File: src/fwdv_pkg.sv
// Package for the FIFO with delete-by-value block.
// Holds the queue depth, command and status codes, and the item struct types.
// No dependencies.
package fwdv_pkg;

  localparam int DEPTH = 16;
  localparam int CNT_W = $clog2(DEPTH + 1);
  localparam int DATA_W = 32;

  typedef enum logic [1:0] {
    FUNC_PUSH = 2'd0,
    FUNC_POP  = 2'd1,
    FUNC_DEL  = 2'd2,
    FUNC_NOP  = 2'd3
  } func_t;

  typedef enum logic [1:0] {
    ST_OK        = 2'd0,
    ST_EMPTY     = 2'd1,
    ST_NOT_FOUND = 2'd2,
    ST_FULL      = 2'd3
  } status_t;

  typedef struct packed {
    logic [1:0]               func;
    logic signed [DATA_W-1:0] value;
  } in_item_t;

  typedef struct packed {
    logic [1:0]               status;
    logic signed [DATA_W-1:0] result_value;
    logic [CNT_W-1:0]         occupancy;
  } out_item_t;

  // Command broadcast from the top level to every cell.
  typedef struct packed {
    logic                     go;
    func_t                    op;
    logic signed [DATA_W-1:0] value;
  } cell_ctl_t;

endpackage

File: src/fifo_with_delete_by_value.sv
// Top level of the FIFO with delete-by-value block.
// Builds the chain of fwdv_cell storage cells and the registered result stage.
// Depends on fwdv_pkg and fwdv_cell.
//
// Usage:
//   Input channel (in_valid/in_ready/in_data) carries one command item:
//   push a value at the tail, pop the head, or delete the first entry from
//   the head that equals the value. Every command yields exactly one result
//   item on the output channel (out_valid/out_ready/out_data) with a status,
//   the popped or deleted value (zero unless status is ok) and the number of
//   entries held after the command.
//   Result: it is registered and appears in the cycle after the command is accepted.
//   Throughput: one command per cycle while out_ready stays high. All cells compare against the value
//   in parallel and a one-bit "match seen" signal ripples down the chain, so
//   the whole command finishes in the cycle it is accepted.
//   Reset (rst_n low, synchronous) clears all cell valid bits, the count
//   and the result valid bit; entry data and the result payload are left as they were.
//   Receiver stall: the result is held in the output register; a new
//   command is taken in the same cycle the held result is taken, else the
//   input channel waits.
module fifo_with_delete_by_value (
  input  logic                clk,
  input  logic                rst_n,
  input  logic                in_valid,
  output logic                in_ready,
  input  fwdv_pkg::in_item_t  in_data,
  output logic                out_valid,
  input  logic                out_ready,
  output fwdv_pkg::out_item_t out_data
);

  localparam int D = fwdv_pkg::DEPTH;

  fwdv_pkg::cell_ctl_t               ctl;
  logic                              accept;
  logic [D-1:0]                      cell_valid;
  logic signed [fwdv_pkg::DATA_W-1:0] cell_data [D];
  logic [D:0]                        seen;
  // Neighbor views for each cell: valid bit on the left, valid and data on the right.
  logic [D-1:0]                      lvalid;
  logic [D-1:0]                      rvalid;
  logic signed [fwdv_pkg::DATA_W-1:0] rdata [D];

  logic [fwdv_pkg::CNT_W-1:0] count_r, count_nxt;
  logic                       out_valid_r, out_valid_nxt;
  fwdv_pkg::out_item_t        out_data_r, out_data_nxt;
  logic                       full;
  logic                       empty;

  // Take a new command whenever the result stage is free or being drained.
  assign in_ready = !out_valid_r || out_ready;
  assign accept   = in_valid && in_ready;

  assign ctl = '{go: accept, op: fwdv_pkg::func_t'(in_data.func), value: in_data.value};

  assign full  = (count_r == fwdv_pkg::CNT_W'(D));
  assign empty = (count_r == '0);

  // Chain boundaries: the head sees no earlier match and a valid left side;
  // the tail shifts in an invalid entry.
  assign seen[0]     = 1'b0;
  assign lvalid[0]   = 1'b1;
  assign rvalid[D-1] = 1'b0;
  assign rdata[D-1]  = '0;

  for (genvar i = 0; i < D; i++) begin : g_cell
    fwdv_cell u_cell (
      .clk         (clk),
      .rst_n       (rst_n),
      .ctl         (ctl),
      .left_valid  (lvalid[i]),
      .right_valid (rvalid[i]),
      .right_data  (rdata[i]),
      .seen_in     (seen[i]),
      .seen_out    (seen[i+1]),
      .valid_o     (cell_valid[i]),
      .data_o      (cell_data[i])
    );
    if (i > 0) begin : g_left
      assign lvalid[i] = cell_valid[i-1];
    end
    if (i < D - 1) begin : g_right
      assign rvalid[i] = cell_valid[i+1];
      assign rdata[i]  = cell_data[i+1];
    end
  end

  // Work out the result and the new count for the accepted command.
  always_comb begin
    count_nxt    = count_r;
    out_data_nxt = out_data_r;
    out_valid_nxt = out_valid_r;
    if (out_valid_r && out_ready) begin
      out_valid_nxt = 1'b0;
    end
    if (accept) begin
      out_valid_nxt             = 1'b1;
      out_data_nxt.status       = fwdv_pkg::ST_OK;
      out_data_nxt.result_value = '0;
      case (ctl.op)
        fwdv_pkg::FUNC_PUSH: begin
          if (full) begin
            out_data_nxt.status = fwdv_pkg::ST_FULL;
          end else begin
            count_nxt = count_r + fwdv_pkg::CNT_W'(1);
          end
        end
        fwdv_pkg::FUNC_POP: begin
          if (empty) begin
            out_data_nxt.status = fwdv_pkg::ST_EMPTY;
          end else begin
            out_data_nxt.result_value = cell_data[0];
            count_nxt = count_r - fwdv_pkg::CNT_W'(1);
          end
        end
        fwdv_pkg::FUNC_DEL: begin
          // A match equals the searched value, so report that value.
          if (seen[D]) begin
            out_data_nxt.result_value = ctl.value;
            count_nxt = count_r - fwdv_pkg::CNT_W'(1);
          end else begin
            out_data_nxt.status = fwdv_pkg::ST_NOT_FOUND;
          end
        end
        default: ;
      endcase
      out_data_nxt.occupancy = count_nxt;
    end
  end

  always_ff @(posedge clk) begin
    if (!rst_n) begin
      count_r     <= '0;
      out_valid_r <= 1'b0;
    end else begin
      count_r     <= count_nxt;
      out_valid_r <= out_valid_nxt;
    end
  end

  // Hold the result payload until it is taken.
  always_ff @(posedge clk) begin
    out_data_r <= out_data_nxt;
  end

  assign out_valid = out_valid_r;
  assign out_data  = out_data_r;

endmodule

File: src/fwdv_cell.sv
// One storage cell of the FIFO chain: an entry and its valid bit.
// Shifts from its right neighbor on pop or on delete at or after the first match.
// Depends on fwdv_pkg.
module fwdv_cell (
  input  logic                              clk,
  input  logic                              rst_n,
  input  fwdv_pkg::cell_ctl_t               ctl,
  input  logic                              left_valid,
  input  logic                              right_valid,
  input  logic signed [fwdv_pkg::DATA_W-1:0] right_data,
  input  logic                              seen_in,
  output logic                              seen_out,
  output logic                              valid_o,
  output logic signed [fwdv_pkg::DATA_W-1:0] data_o
);

  logic                               valid_r, valid_nxt;
  logic signed [fwdv_pkg::DATA_W-1:0] data_r, data_nxt;
  logic                               match;
  logic                               shift;
  logic                               load;

  assign match    = valid_r && (data_r == ctl.value);
  assign seen_out = seen_in | match;

  always_comb begin
    shift = 1'b0;
    load  = 1'b0;
    if (ctl.go) begin
      case (ctl.op)
        fwdv_pkg::FUNC_POP:  shift = 1'b1;
        fwdv_pkg::FUNC_DEL:  shift = seen_out;
        fwdv_pkg::FUNC_PUSH: load  = !valid_r && left_valid;
        default:             ;
      endcase
    end
  end

  always_comb begin
    valid_nxt = valid_r;
    data_nxt  = data_r;
    if (shift) begin
      valid_nxt = right_valid;
      data_nxt  = right_data;
    end else if (load) begin
      valid_nxt = 1'b1;
      data_nxt  = ctl.value;
    end
  end

  always_ff @(posedge clk) begin
    if (!rst_n) begin
      valid_r <= 1'b0;
    end else begin
      valid_r <= valid_nxt;
    end
  end

  always_ff @(posedge clk) begin
    data_r <= data_nxt;
  end

  assign valid_o = valid_r;
  assign data_o  = data_r;

endmodule

File: config.mk
export PLATFORM = sky130hd
export DESIGN_NAME = fifo_with_delete_by_value
export DESIGN_NICKNAME = d
export VERILOG_FILES = /design/src/fwdv_pkg.sv /design/src/fifo_with_delete_by_value.sv /design/src/fwdv_cell.sv
export SDC_FILE = /design/constraint.sdc
export NUM_CORES = 1
export LEC_CHECK = 0
export BUFFER_PORTS_ARGS = -buffer_cell sky130_fd_sc_hd__buf_2
export CORE_UTILIZATION = 50
export CTS_CLUSTER_DIAMETER = 30
export DETAILED_ROUTE_END_ITERATION = 12
export PLACE_DENSITY = 0.75
export SETUP_SLACK_MARGIN = 0.2
export SYNTH_ARGS = -nofsm -noshare
export SYNTH_HDL_FRONTEND = slang
export SYNTH_HIERARCHICAL = 1
export SYNTH_SLANG_ARGS = --single-unit
File: constraint.sdc
create_clock -name clk -period 13.3 [get_ports clk]
set_clock_uncertainty 0.05 [all_clocks]
set_input_delay 0.665 -clock clk [delete_from_list [all_inputs] [get_ports clk]]
set_output_delay 0.665 -clock clk [all_outputs]
set_load 0.02 [all_outputs]
### After elaboration in Yosys (flattened, before gate mapping)

Index checks and enable logic that the tools add are counted.

| storage, ports and cells | value |
|---|---|
| logic and storage cells | 281 |
| output and inout bits | 41 |
| register bits | 573 |
| input port bits | 38 |

| operators by class | value |
|---|---|
| multiplexer cells | 137 |
| $add $sub $neg | 2 |
| bitwise logic cells | 16 |
| reductions and logical operators | 70 |
| eq/ne operators | 19 |

Operator list:

| cell | number |
|---|---|
| two-way mux 32 bit | 32 |
| equality test 32 bit | 16 |
| two-way mux 1 bit | 81 |
| one-hot mux 32 bit (2 select lines) | 1 |
| logical AND 1 bit | 33 |
| one-hot mux 1 bit (2 select lines) | 16 |
| nonzero test 2 bit | 16 |
| zero test 1 bit | 17 |
| two-way mux 5 bit | 3 |
| bitwise OR 1 bit | 15 |
| one-hot mux 5 bit (3 select lines) | 1 |
| one-hot mux 2 bit (3 select lines) | 1 |
| adder 5 x 1 -> 5 bit (second input constant) | 1 |
| equality test 5 bit (second input constant) | 1 |
| zero test 5 bit | 1 |
| subtractor 5 x 1 -> 5 bit (second input constant) | 1 |
| two-way mux 2 bit | 2 |
| equality test 2 x 1 -> 1 bit (second input constant) | 1 |
| equality test 2 bit (second input constant) | 1 |
| zero test 2 bit | 1 |
| OR reduction 2 bit | 1 |
| logical OR 1 bit | 1 |
| inverter 1 bit | 1 |

### Logic depth before layout (Yosys ltp)

| logic depth | value |
|---|---|
| depth after elaboration | 20 |
| gate-level depth with buffers | 26 |
| depth with buffers taken out | 25 |

### By module

The synthesis kept the hierarchy.

By module, submodules not included:

| module | cells each | area each (um^2) | instances | seq. area each (um^2) |
|---|---|---|---|---|
| fwdv_cell | 143 | 1,925.6 | 16 | 980.9 |
| fifo_with_delete_by_value | 203 | 2,526.2 | 1 | 1,291.2 |

### Worst setup path before layout

Ideal clock, no wire load.

| path | value |
|---|---|
| kind | input port to flip-flop |
| start point | input port in_data[10] (netlist bit) |
| end point | register g_cell[15].u_cell.data_r, in the netlist g_cell[15].u_cell/data_o[0], enable pin |
| required time | 12.751 ns |
| arrival | 6.856 ns |
| slack | 5.896 ns |
| cell stages on the path | 25 |
| setup time | 0.499 ns |
| path buffers | 1 |
| path through | nand2b_1 > o2111ai_1 > nor4bb_1 > nand4_1 > nor2_1 > or2_2 > or2_2 > or2_2 > or2_2 > or2_2 > or2_2 > or2_2 > or2_2 > or2_2 > or2_2 > or2_2 > or2_2 > or2_2 > or2_2 > or2_2 > a21o_1 > nand3_1 > o31ai_4 > buf_6 > o21bai_1 |

| on the way | value |
|---|---|
| word-level cells in the longest chain between the ends | 19 |
| elaborated cells between the ends (all ways) | 49 |
| classes of those cells | eq/ne (16); mux (2); bitwise (15); reduce/logical (16) |

Ends and longest elaborated chain:

| element | line | text |
|---|---|---|
| start, declared | fifo_with_delete_by_value.sv:26 | `input fwdv_pkg::in_item_t in_data,` |
| equality test 32 bit | fwdv_cell.sv:23 | `assign match = valid_r && (data_r == ctl.value);` |
| logical AND 1 bit | fwdv_cell.sv:23 |  |
| via seen[1] | fifo_with_delete_by_value.sv:38 | `logic [D:0] seen;` |
| bitwise OR 1 bit | fwdv_cell.sv:24 | `assign seen_out = seen_in \| match;` |
| via seen[2] | fifo_with_delete_by_value.sv:38 |  |
| bitwise OR 1 bit | fwdv_cell.sv:24 |  |
| via seen[3] | fifo_with_delete_by_value.sv:38 |  |
| bitwise OR 1 bit | fwdv_cell.sv:24 |  |
| via seen[4] | fifo_with_delete_by_value.sv:38 |  |
| [1 not listed] | - |  |
| via seen[5] | fifo_with_delete_by_value.sv:38 |  |
| [1 not listed] | - |  |
| via seen[6] | fifo_with_delete_by_value.sv:38 |  |
| [1 not listed] | - |  |
| via seen[7] | fifo_with_delete_by_value.sv:38 |  |
| [1 not listed] | - |  |
| via seen[8] | fifo_with_delete_by_value.sv:38 |  |
| [1 not listed] | - |  |
| via seen[9] | fifo_with_delete_by_value.sv:38 |  |
| [1 not listed] | - |  |
| via seen[10] | fifo_with_delete_by_value.sv:38 |  |
| [1 not listed] | - |  |
| via seen[11] | fifo_with_delete_by_value.sv:38 |  |
| [1 not listed] | - |  |
| via seen[12] | fifo_with_delete_by_value.sv:38 |  |
| [1 not listed] | - |  |
| via seen[13] | fifo_with_delete_by_value.sv:38 |  |
| bitwise OR 1 bit | fwdv_cell.sv:24 |  |
| via seen[14] | fifo_with_delete_by_value.sv:38 |  |
| bitwise OR 1 bit | fwdv_cell.sv:24 |  |
| via seen[15] | fifo_with_delete_by_value.sv:38 |  |
| bitwise OR 1 bit | fwdv_cell.sv:24 |  |
| one-hot mux 1 bit (2 select lines) | fwdv_cell.sv:30 | `case (ctl.op)` |
| two-way mux 1 bit | fwdv_cell.sv:29 | `if (ctl.go) begin` |
| end signal, assigned | fwdv_cell.sv:60 | `data_r <= data_nxt;` |
| end, declared | fwdv_cell.sv:18 | `logic signed [fwdv_pkg::DATA_W-1:0] data_r, data_nxt;` |

The timed path passes the listed nets, and every way through them passes these cells.
A chain may end at the register's enable or synchronous reset.

### Final worst setup path

| path | value |
|---|---|
| start point | register g_cell[0].u_cell.data_r, in the netlist g_cell[0].u_cell/data_o[26] |
| end point | register out_data_r, in the netlist out_data[3] (data pin) |

| on the way | value |
|---|---|
| word-level cells in the longest chain between the ends | 19 |

Ends and longest elaborated chain:

| element | line | text |
|---|---|---|
| start, declared | fwdv_cell.sv:18 |  |
| start signal, assigned | fwdv_cell.sv:60 |  |
| equality test 32 bit | fwdv_cell.sv:23 |  |
| logical AND 1 bit | fwdv_cell.sv:23 |  |
| via seen[1] | fifo_with_delete_by_value.sv:38 |  |
| bitwise OR 1 bit | fwdv_cell.sv:24 |  |
| via seen[2] | fifo_with_delete_by_value.sv:38 |  |
| bitwise OR 1 bit | fwdv_cell.sv:24 |  |
| via seen[3] | fifo_with_delete_by_value.sv:38 |  |
| bitwise OR 1 bit | fwdv_cell.sv:24 |  |
| via seen[4] | fifo_with_delete_by_value.sv:38 |  |
| [1 not listed] | - |  |
| via seen[5] | fifo_with_delete_by_value.sv:38 |  |
| [1 not listed] | - |  |
| via seen[6] | fifo_with_delete_by_value.sv:38 |  |
| [1 not listed] | - |  |
| via seen[7] | fifo_with_delete_by_value.sv:38 |  |
| [1 not listed] | - |  |
| via seen[8] | fifo_with_delete_by_value.sv:38 |  |
| [1 not listed] | - |  |
| via seen[9] | fifo_with_delete_by_value.sv:38 |  |
| [1 not listed] | - |  |
| via seen[10] | fifo_with_delete_by_value.sv:38 |  |
| [1 not listed] | - |  |
| via seen[11] | fifo_with_delete_by_value.sv:38 |  |
| [1 not listed] | - |  |
| via seen[12] | fifo_with_delete_by_value.sv:38 |  |
| [1 not listed] | - |  |
| via seen[13] | fifo_with_delete_by_value.sv:38 |  |
| bitwise OR 1 bit | fwdv_cell.sv:24 |  |
| via seen[14] | fifo_with_delete_by_value.sv:38 |  |
| bitwise OR 1 bit | fwdv_cell.sv:24 |  |
| via seen[15] | fifo_with_delete_by_value.sv:38 |  |
| bitwise OR 1 bit | fwdv_cell.sv:24 |  |
| via seen[16] | fifo_with_delete_by_value.sv:38 |  |
| two-way mux 5 bit | fifo_with_delete_by_value.sv:118 | `if (seen[D]) begin` |
| one-hot mux 5 bit (3 select lines) | fifo_with_delete_by_value.sv:100 | `case (ctl.op)` |
| end signal, assigned | fifo_with_delete_by_value.sv:143 | `out_data_r <= out_data_nxt;` |
| end, declared | fifo_with_delete_by_value.sv:46 | `fwdv_pkg::out_item_t out_data_r, out_data_nxt;` |

The timed path passes the listed nets, and every way through them passes these cells.

==> run_results.csv <==
group,metric,value,unit
run_status,run_status,"completed",
sta,rsz0062_at_grt,"no",
finish,final_layout_size_suffix_gt1_share,31.4,%
drt,drt_wl_total,78900,um
clock_network,cts-resized-gates,0,
worst_setup_path,required,13670,ps
synthesis,synth_flop_cell,"edfxtp_1",
power_and_ir_drop,p_per_area,152,nW/um^2
global_routing,grt_max_degree,67,
finish,finalNonFillerCells,3720,
finish,areaGrowthSynthToFinish,18.5,%
drt,dr_total_vias,21300,
die,fp.dieH,260,um
placed_design,portBuffers,78,
sta,tns,0,ps
hold_path,hold_depth,3,
power_and_ir_drop,power.share.clock,55.5,%
global_routing,grt_pass1_wl,124000,um
clock_network,cts_hold_buf,0,
global_routing,antenna_found_initial,0,
clock_network,cts_tree,"yes",
worst_setup_path,worst-path-max-fanout,36,
clock_network,cts_setup_buffers,0,
power_and_ir_drop,vdd_drop_max,0.000101,V
die,die_w,260,um
power_and_ir_drop,switchingPower,0.00137,W
worst_setup_path,critPathKind,"flip-flop to flip-flop",
synthesis,syn_area,33300,sq um
global_routing,grtUsageTotal,23.6,%
clock_network,cts_buffers,137,
global_routing,grt_pass1_vias,23100,
synthesis,synth_cells,2491,
sta,finalHoldViolations,0,
sta,period_share,58.9,%
finish,n_fill_cell,4871,
sta,relSlewSlack,15.3,%
synthesis,seq_area_frac_synth,51.0,%
finish,nets,2836,
drt,drt_iter0_drc,1184,
drt,vias_per_cell,5.72,
synthesis,synth_cell_types,52,
placed_design,dpl.cell_count,3469,
drt,routedWlPerCell,21.2,um
synthesis,syn_avg_cell_area,13.4,sq um
die,core_area,65900,sq um
finish,antennaDiodeCount,0,
die,rows,94,
run,maxCapViolCount,0,
global_routing,grt-ovfl-total,0,
worst_setup_path,ff2ff_path_depth,26,
clock_network,cts_max_path_buffers,3,
placed_design,detailed_place_hpwl,55000,um
finish,final_area,39500,sq um
synthesis,synthArstFlopShare,0,%
power_and_ir_drop,pwr-share-seq,35.4,%
hold_path,hold_path.class,"primary input to flip-flop",
drt,first_pass_iters,7,
drt,drc,0,
placed_design,dpl_cell_area,34800,sq um
die,dieArea,67700,sq um
power_and_ir_drop,p_int,0.00465,W
synthesis,synth_edf_count,551,
clock_network,cts-htree-levels,4,
sta,worstMarginPinSlew,1270,ps
sta,slew_viol_final,0,
synthesis,synth_seq_cells,573,
clock_network,clk_latency,700,ps
worst_setup_path,worst_setup_path_start_kind,"flip-flop",
synthesis,ys_warn_count,6,
power_and_ir_drop,p_leak,13.7,nW
clock_network,clock-sinks,573,
drt,drtAntennaViolNets,0,
die,start_util,50.6,%
clock_network,cts_root_buffer,"clkbuf_16",
sta,fmax,128,MHz
placed_design,gp_congestion,0.882,
power_and_ir_drop,p_sw_share,22.7,%
die,io_pins,79,
power_and_ir_drop,pwr-share-comb,9.1,%
worst_setup_path,arrival,8200,ps
worst_setup_path,end_kind,"flip-flop",
sta,setup_viol,0,
sta,final.min_clock_period,7830,ps
sta,holdWs,184,ps
clock_network,path_clk_slew,40,ps
-- layout make-up --
type                    count  area (sq um)  share of cell area [%]
inverters                  89           335                   0.849
flip-flops and latches    573         17000                    43.0
repair buffers            142           871                    2.20
multi-input cells        1801         15600                    39.4
clock inverters            77           913                    2.31
well taps                 864          1080                    2.74
clock buffers             174          3740                    9.48
-- logic make-up after synthesis --
family	after synthesis	share of synthesized area (%)
flops	573	51.0
simple gates	572	9.76
mux	513	17.3
xor+xnor	450	11.8
compound gates	175	5.14
buf+inv	152	2.94
fa+ha+maj	54	2.03
other cells	2	0.0225
-- Yosys cell counts (all sizes together), types with 2 or more instances --
| cell | n | share of area [%] |
|---|---|---|
| conb | 2 | 0.023 |
| o31ai | 17 | 1.1 |
| nand3 | 97 | 1.5 |
| nand4b | 16 | 0.42 |
| a222oi | 16 | 0.48 |
| a21boi | 2 | 0.045 |
| o21ai | 5 | 0.075 |
| ha | 54 | 2.0 |
| xnor2 | 290 | 7.6 |
| edfxtp | 551 | 50 |
| nand2 | 24 | 0.27 |
| nand4 | 96 | 1.8 |
| nor4bb | 16 | 0.48 |
| inv | 89 | 1.0 |
| a31oi | 4 | 0.075 |
| a22oi | 32 | 1.2 |
| dfxtp | 22 | 1.3 |
| nor3 | 17 | 0.26 |
| nor2b | 33 | 0.62 |
| a21o | 18 | 0.41 |
| o21bai | 16 | 0.36 |
| nand2b | 66 | 1.2 |
| o211ai | 17 | 0.38 |
| nand3b | 18 | 0.41 |
| a21oi | 20 | 0.30 |
| and2 | 3 | 0.056 |
| o2111ai | 16 | 0.42 |
| a211o | 2 | 0.053 |
| mux2 | 513 | 17 |
| and3 | 17 | 0.32 |
| clkbuf | 5 | 0.056 |
| nor4 | 48 | 0.90 |
| nor2 | 101 | 1.1 |
| xor2 | 160 | 4.2 |
| or2 | 18 | 0.34 |
| buf | 58 | 1.9 |
-- critical path, stage by stage, from the launching register on --
cell,delay (ps)
edfxtp_1,530
xnor2_1,390
nand4_1,180
nor3_1,100
nand4_1,120
nor2_1,60
or2_2,280
or2_2,310
or2_2,320
or2_2,320
or2_2,310
or2_2,310
or2_2,320
or2_2,320
or2_2,320
or2_2,310
or2_2,320
or2_2,320
or2_2,310
or2_2,300
or2_2,300
or2_2,330
and2_2,180
buf_4,300
a21oi_1,330
o221ai_2,140
a21boi_0,140
-- power by group through the flow --
stage               logic [W]  clock network [W]  registers [W]
floorplan            0.000365                  0        0.00216
global placement     0.000516                  0        0.00216
detailed placement   0.000536                  0        0.00216
CTS                  0.000543            0.00338        0.00213
global route         0.000589            0.00347        0.00214
finish               0.000545            0.00334        0.00213
-- sequential cells by signal (all words and copies together) (netlist names) --
signal,count
count_r,5
g_cell.u_cell/data_o,512
out_valid,1
out_data,39
g_cell.u_cell/valid_o,16
-- routing by layer --
metal / track usage (%) / part of all wire (%) / vias to the layer above
met4: 14.6 / 5.6 / 0
li1: - / - / 9925
met5: 0 / 0 / -
met2: 43.4 / 53 / 548
met3: 4.62 / 3.9 / 198
met1: 24.7 / 37 / 10600
-- metrics by stage --
stage / setup WS [ps] / total power (W) / utilization (%)
finish: 5470 / 0.00602 / 60.0
global route: 5270 / 0.00620 / 60.0
CTS: 5490 / 0.00605 / 60.0
detailed placement: 5020 / 0.00270 / 52.9
global placement: 5060 / 0.00268 / 52.9
floorplan: 5900 / 0.00252 / -
-- final timing paths --
kind | start | endpoint | slack [ps]
max | g_cell[0].u_cell/data_o[26] | out_data[3] | 5470
min reg2reg | out_valid | out_valid | 510
max reg2reg | g_cell[0].u_cell/data_o[26] | out_data[3] | 5470
min | in_valid | out_valid | 180
-- placed cells by master, fill, tap and decap left out, types with 66 or more instances in the layout --
| master | Yosys | routed |
|---|---|---|
| clkbuf_16 | 0 | 143 |
| inv_1 | 89 | 88 |
| nand4_1 | 96 | 96 |
| mux2_2 | 465 | 465 |
| nor2_1 | 101 | 101 |
| xnor2_1 | 290 | 290 |
| nand3_1 | 97 | 97 |
| edfxtp_1 | 551 | 551 |
| buf_2 | 4 | 78 |
| xor2_1 | 160 | 160 |
| nand2b_1 | 66 | 66 |
No activity file was read; power rests on OpenSTA's default activity.
